--- config.mk ---
export PLATFORM = sky130hd
export DESIGN_NAME = bcor_ram
export DESIGN_NICKNAME = d
export VERILOG_FILES = /design/src/rtl/breaker_charging_overcurrent_relay_top_defines.svh /design/src/rtl/bcor_ram.sv
export SDC_FILE = /design/constraint.sdc
export NUM_CORES = 1
export LEC_CHECK = 0
export BUFFER_PORTS_ARGS = -buffer_cell sky130_fd_sc_hd__buf_2
export CORE_UTILIZATION = 40
export DETAILED_ROUTE_END_ITERATION = 6
export GPL_TIMING_DRIVEN = 1
export PLACE_DENSITY = 0.58
export SYNTH_ARGS = -nofsm -noshare
export SYNTH_HDL_FRONTEND = slang
export SYNTH_SLANG_ARGS = --single-unit
--- constraint.sdc ---
create_clock -name i_clk -period 1.5 [get_ports i_clk]
set_input_delay 0.15 -clock i_clk [delete_from_list [all_inputs] [get_ports i_clk]]
set_output_delay 0.15 -clock i_clk [all_outputs]
set_load 0.01 [all_outputs]
--- src/rtl/breaker_charging_overcurrent_relay_top_defines.svh ---
// ----------------------------------------------------------------------------
// Assertion macros for the charging overcurrent relay
// Shared check forms; every check is clocked by i_clk and held off in reset.
// ----------------------------------------------------------------------------
`ifndef BREAKER_CHARGING_OVERCURRENT_RELAY_TOP_DEFINES_SVH
`define BREAKER_CHARGING_OVERCURRENT_RELAY_TOP_DEFINES_SVH

// same-cycle implication
`define BCOR_ASSERT_IMP(label, ante, cons, msg) \
    label: assert property (@(posedge i_clk) disable iff (!i_rst_n) (ante) |-> (cons)) \
        else $error(msg);

// next-cycle implication
`define BCOR_ASSERT_NXT(label, ante, cons, msg) \
    label: assert property (@(posedge i_clk) disable iff (!i_rst_n) (ante) |=> (cons)) \
        else $error(msg);

`endif

--- src/rtl/bcor_ram.sv ---
// ----------------------------------------------------------------------------
// Generic single-port-write RAM
// One write port and one read port, read data registered.
// ----------------------------------------------------------------------------
module bcor_ram #(
    parameter int WIDTH = 8,
    parameter int DEPTH = 4
) (
    input  logic                                     i_clk,
    input  logic                                     i_wr_en,
    input  logic [(DEPTH > 1 ? $clog2(DEPTH) : 1)-1:0] i_wr_addr,
    input  logic [WIDTH-1:0]                         i_wr_data,
    input  logic                                     i_rd_en,
    input  logic [(DEPTH > 1 ? $clog2(DEPTH) : 1)-1:0] i_rd_addr,
    output logic [WIDTH-1:0]                         o_rd_data
);

    logic [WIDTH-1:0] r_mem [DEPTH];
    logic [WIDTH-1:0] r_rd_data;

    always_ff @(posedge i_clk) begin
        if (i_wr_en) begin
            r_mem[i_wr_addr] <= i_wr_data;
        end
        if (i_rd_en) begin
            r_rd_data <= r_mem[i_rd_addr];
        end
    end

    assign o_rd_data = r_rd_data;

endmodule

# Yosys cells after proc, flatten, opt, wreduce, memory -nomap -nowiden
# Memory sizes are Yosys's and may differ from the RTL's. A register that Yosys moved wholly into a read port is not among the register bits.
# Index checks and enable logic that the tools add are counted.
# W data, S select, Z words.
# classes
add_sub_neg,0
n_mul,0
div_mod_pow,0
order_cmp,0
n_eq_ne,0
n_shift,0
n_mux,2
bitwise,0
reduce_logical,0
# ops
cell,n
$mux W1,2
# word_totals
reg_bits,0
latchBits,0
mem_bits_rw,32
romBits,0
memories,1
# memory_table
memory,depth,word_bits,rd,rd_ports_with_merged_regs,write_ports,line_no,rtl
r_mem,4,8,1,1,1,bcor_ram.sv:18,logic [WIDTH-1:0] r_mem [DEPTH];

# Logic depth before layout (Yosys ltp)
# logic_depth
ltp_word,2
depth_mapped,2

# Worst setup path before layout
# OpenSTA, ideal clock, no wires.
# synth_timing
path_type,input -> register
from,input i_wr_addr[0] (netlist name)
to,"memory r_mem[0][0], enable pin"
setup_ns,0.385
arrival_ns,0.829
t_required_ns,1.115
slack_ns,0.286
cell_stages,1
cell_sequence,nor3b_1
# synth_rtl
element,line_no,rtl
start: declaration,bcor_ram.sv:11,"input logic [(DEPTH > 1 ? $clog2(DEPTH) : 1)-1:0] i_wr_addr,"
end: declaration,bcor_ram.sv:18,
# No word-level cell before the write port.

# Worst setup path in the final report
# layout_timing
from,memory r_mem[3][6]
to,"register r_rd_data[6], in the netlist o_rd_data[6] (read register of r_mem), data pin"
# layout_rtl
element,line_no,rtl
end: declaration,bcor_ram.sv:19,logic [WIDTH-1:0] r_rd_data;
# No word-level cell between the ends.

==> flow_summary.json <==
{
  "dp_slack_ps": 235,
  "die_y_um": 61.8,
  "grt_pass1_vias": 578,
  "worst-path-buf-inv": 0,
  "cts.htree.levels": 2,
  "dr.pass1.iters": 4,
  "hp-class": "primary input to register",
  "worst-r2r-cell-count": 1,
  "row_count": 21,
  "antenna_cells": 0,
  "clock_skew_ps": 10.5,
  "crit_path_end": "o_rd_data[6]$_DFFE_PP_",
  "grt_max_degree": 12,
  "syn_inst": 54,
  "ys_seq_elements": 40,
  "track_usage": 0.124,
  "finalNetCount": 98,
  "fin_ws_ps": 385,
  "area_growth_pct": 15.2,
  "fmax_mhz": 897,
  "worst_pin_slew_ps": 442,
  "cts_tree": "done",
  "root_buffer": "clkbuf_4",
  "numCtsBuffers": 5,
  "rrSetupSlack_ps": 390,
  "layout_commonest_cell": "edfxtp_1",
  "worstSkewPairLatency_ps": 340,
  "finalSetupViolations": 0,
  "yosysUniqueCellTypes": 7,
  "final_antenna_net_count": 0,
  "slew_headroom": 0.706,
  "hp-start": "i_wr_data[7]",
  "drv_cap": 0,
  "cts.sinks": 40,
  "critPathCaptureType": "register",
  "cts.repair.resized": 0,
  "wirelength_mm": 1.90,
  "cp_max_fo": 1,
  "grt_setup_unrepaired": "false",
  "gp_congestion": 0.690,
  "grt_overflow_total": 0,
  "cts_buffer_depth": 2,
  "clkPwrFrac": 0.252,
  "leakagePower_nw": 0.567,
  "required_ps": 1580,
  "crit_path_cell_trace": "mux4_2",
  "power.switching_uw": 376,
  "antenna_found_initial": 0,
  "path_clk_slew_ps": 100,
  "worstReg2RegStart": "r_mem[3][6]$_DFFE_PP_",
  "final_hold_viol_count": 0,
  "yosysWarnings": 0,
  "cp-start-kind": "register",
  "final_cell_mix": "edfxtp_1, buf_2, mux4_2, clkbuf_4",
  "drt_drc_violations_left": 0,
  "outcome": "complete, no violations",
  "ys_seq_area_frac": 0.841,
  "die_area_um2": 3810,
  "internal_power_mw": 1.54,
  "syn_area_per_cell_um2": 26.5,
  "initial_core_util": 0.422,
  "cpPeakStageDelay_ps": 480,
  "ios": 23,
  "cp_num_cells": 1,
  "worstSetupStartpoint": "r_mem[3][6]$_DFFE_PP_",
  "pwr_density_cell_nw_per_um2": 1160,
  "syn-cell-area_um2": 1430,
  "fillers": 275,
  "drt-initial-drc-count": 48,
  "r2r-end": "o_rd_data[6]$_DFFE_PP_",
  "cpMaxStageDelayCell": "mux4_2",
  "ir_drop_mv": 0.410,
  "comb_power_share": 0.064,
  "fin_crit_sh": 0.743,
  "core_area_um2": 3390,
  "maxSlewViolCount": 0,
  "vias": 617,
  "die_w_um": 61.8,
  "grt_pass1_wl_mm": 2.91,
  "fin_tns_setup_ps": 0,
  "io_buffer_count": 22,
  "synth_nets": 69,
  "wl_per_cell_um": 14.6,
  "path_delay_family": "multiplexers",
  "seq_power_share": 0.684,
  "drive_gt1_frac": 0.429,
  "fin_crit_ps": 1110,
  "netSwitchingFraction": 0.197,
  "cp.arrival_ps": 1190,
  "avgViaCountPerCell": 4.75,
  "crit_type": "register to register"
}
## power by group through the flow
stage / Sequential [mW] / Combinational (mW) / Clock (mW)
6_report: 1.31 / 0.122 / 0.483
5_1_grt: 1.32 / 0.137 / 0.555
4_1_cts: 1.31 / 0.124 / 0.504
3_5_place_dp: 1.34 / 0.124 / 0
3_3_place_gp: 1.33 / 0.120 / 0
2_1_floorplan: 1.34 / 0.0576 / 0
## per-stage QoR
| step | cells | hold slack [ps] | power [mW] | cell area, um2 | util |
|---|---|---|---|---|---|
| after floorplan | 54 | 249 | 1.40 | 1430 | - |
| after global placement | 121 | 362 | 1.45 | 1590 | 0.468 |
| after detailed placement | 121 | 369 | 1.46 | 1590 | 0.468 |
| after CTS | 129 | 2.58 | 1.94 | 1640 | 0.483 |
| after global routing | 130 | 1.04 | 2.01 | 1650 | 0.486 |
| final | 130 | 19.0 | 1.91 | 1650 | 0.486 |
## sequential cells by signal, summed over array words and instances (netlist names)
register and flops:
o_rd_data 8, r_mem 32
## metal layers
metal | vias up | share of wire | track usage
li1 | 286 | - | -
met1 | 301 | 0.44 | 0.139
met2 | 24 | 0.48 | 0.183
met3 | 6 | 0.056 | 0.0476
met4 | 0 | 0.031 | 0.114
met5 | - | 0 | 0
## synthesized netlist by cell type, drive strengths merged
master | instances | area share
nor3b | 1 | 0.0053
buf | 1 | 0.0079
and3b | 2 | 0.012
edfxtp | 40 | 0.84
clkbuf | 1 | 0.0035
mux4 | 8 | 0.13
and3 | 1 | 0.0044
## cell families after synthesis
family,synth area share
buffers and inverters,0.0114
flip-flops,0.841
multiplexers,0.126
AND/OR/NAND/NOR,0.0219
## timing repair
action	CTS	global route
setup buffers	0	0
hold endpoints to repair	0	4
hold buffers	0	1
## worst min-delay path by stage
stage,endpoint,slack [ps],cells after the start
6_report,r_mem[3][7]$_DFFE_PP_,20,1
5_1_grt,r_mem[1][1]$_DFFE_PP_,1,1
4_1_cts,r_mem[2][6]$_DFFE_PP_,3,1
3_5_place_dp,r_mem[3][7]$_DFFE_PP_,370,1
3_3_place_gp,r_mem[1][6]$_DFFE_PP_,360,1
2_1_floorplan,r_mem[0][0]$_DFFE_PP_,250,0
## layout make-up
cell class / instances / area [um2] / area share
Sequential cell: 40 / 1200 / 0.729
Clock inverter: 1 / 3.75 / 0.00228
Tap cell: 46 / 57.6 / 0.0350
Multi-Input combinational cell: 12 / 211 / 0.128
Clock buffer: 7 / 45.0 / 0.0274
Timing Repair Buffer: 24 / 128 / 0.0775
Note: power is estimated with default switching activity, not from simulation.
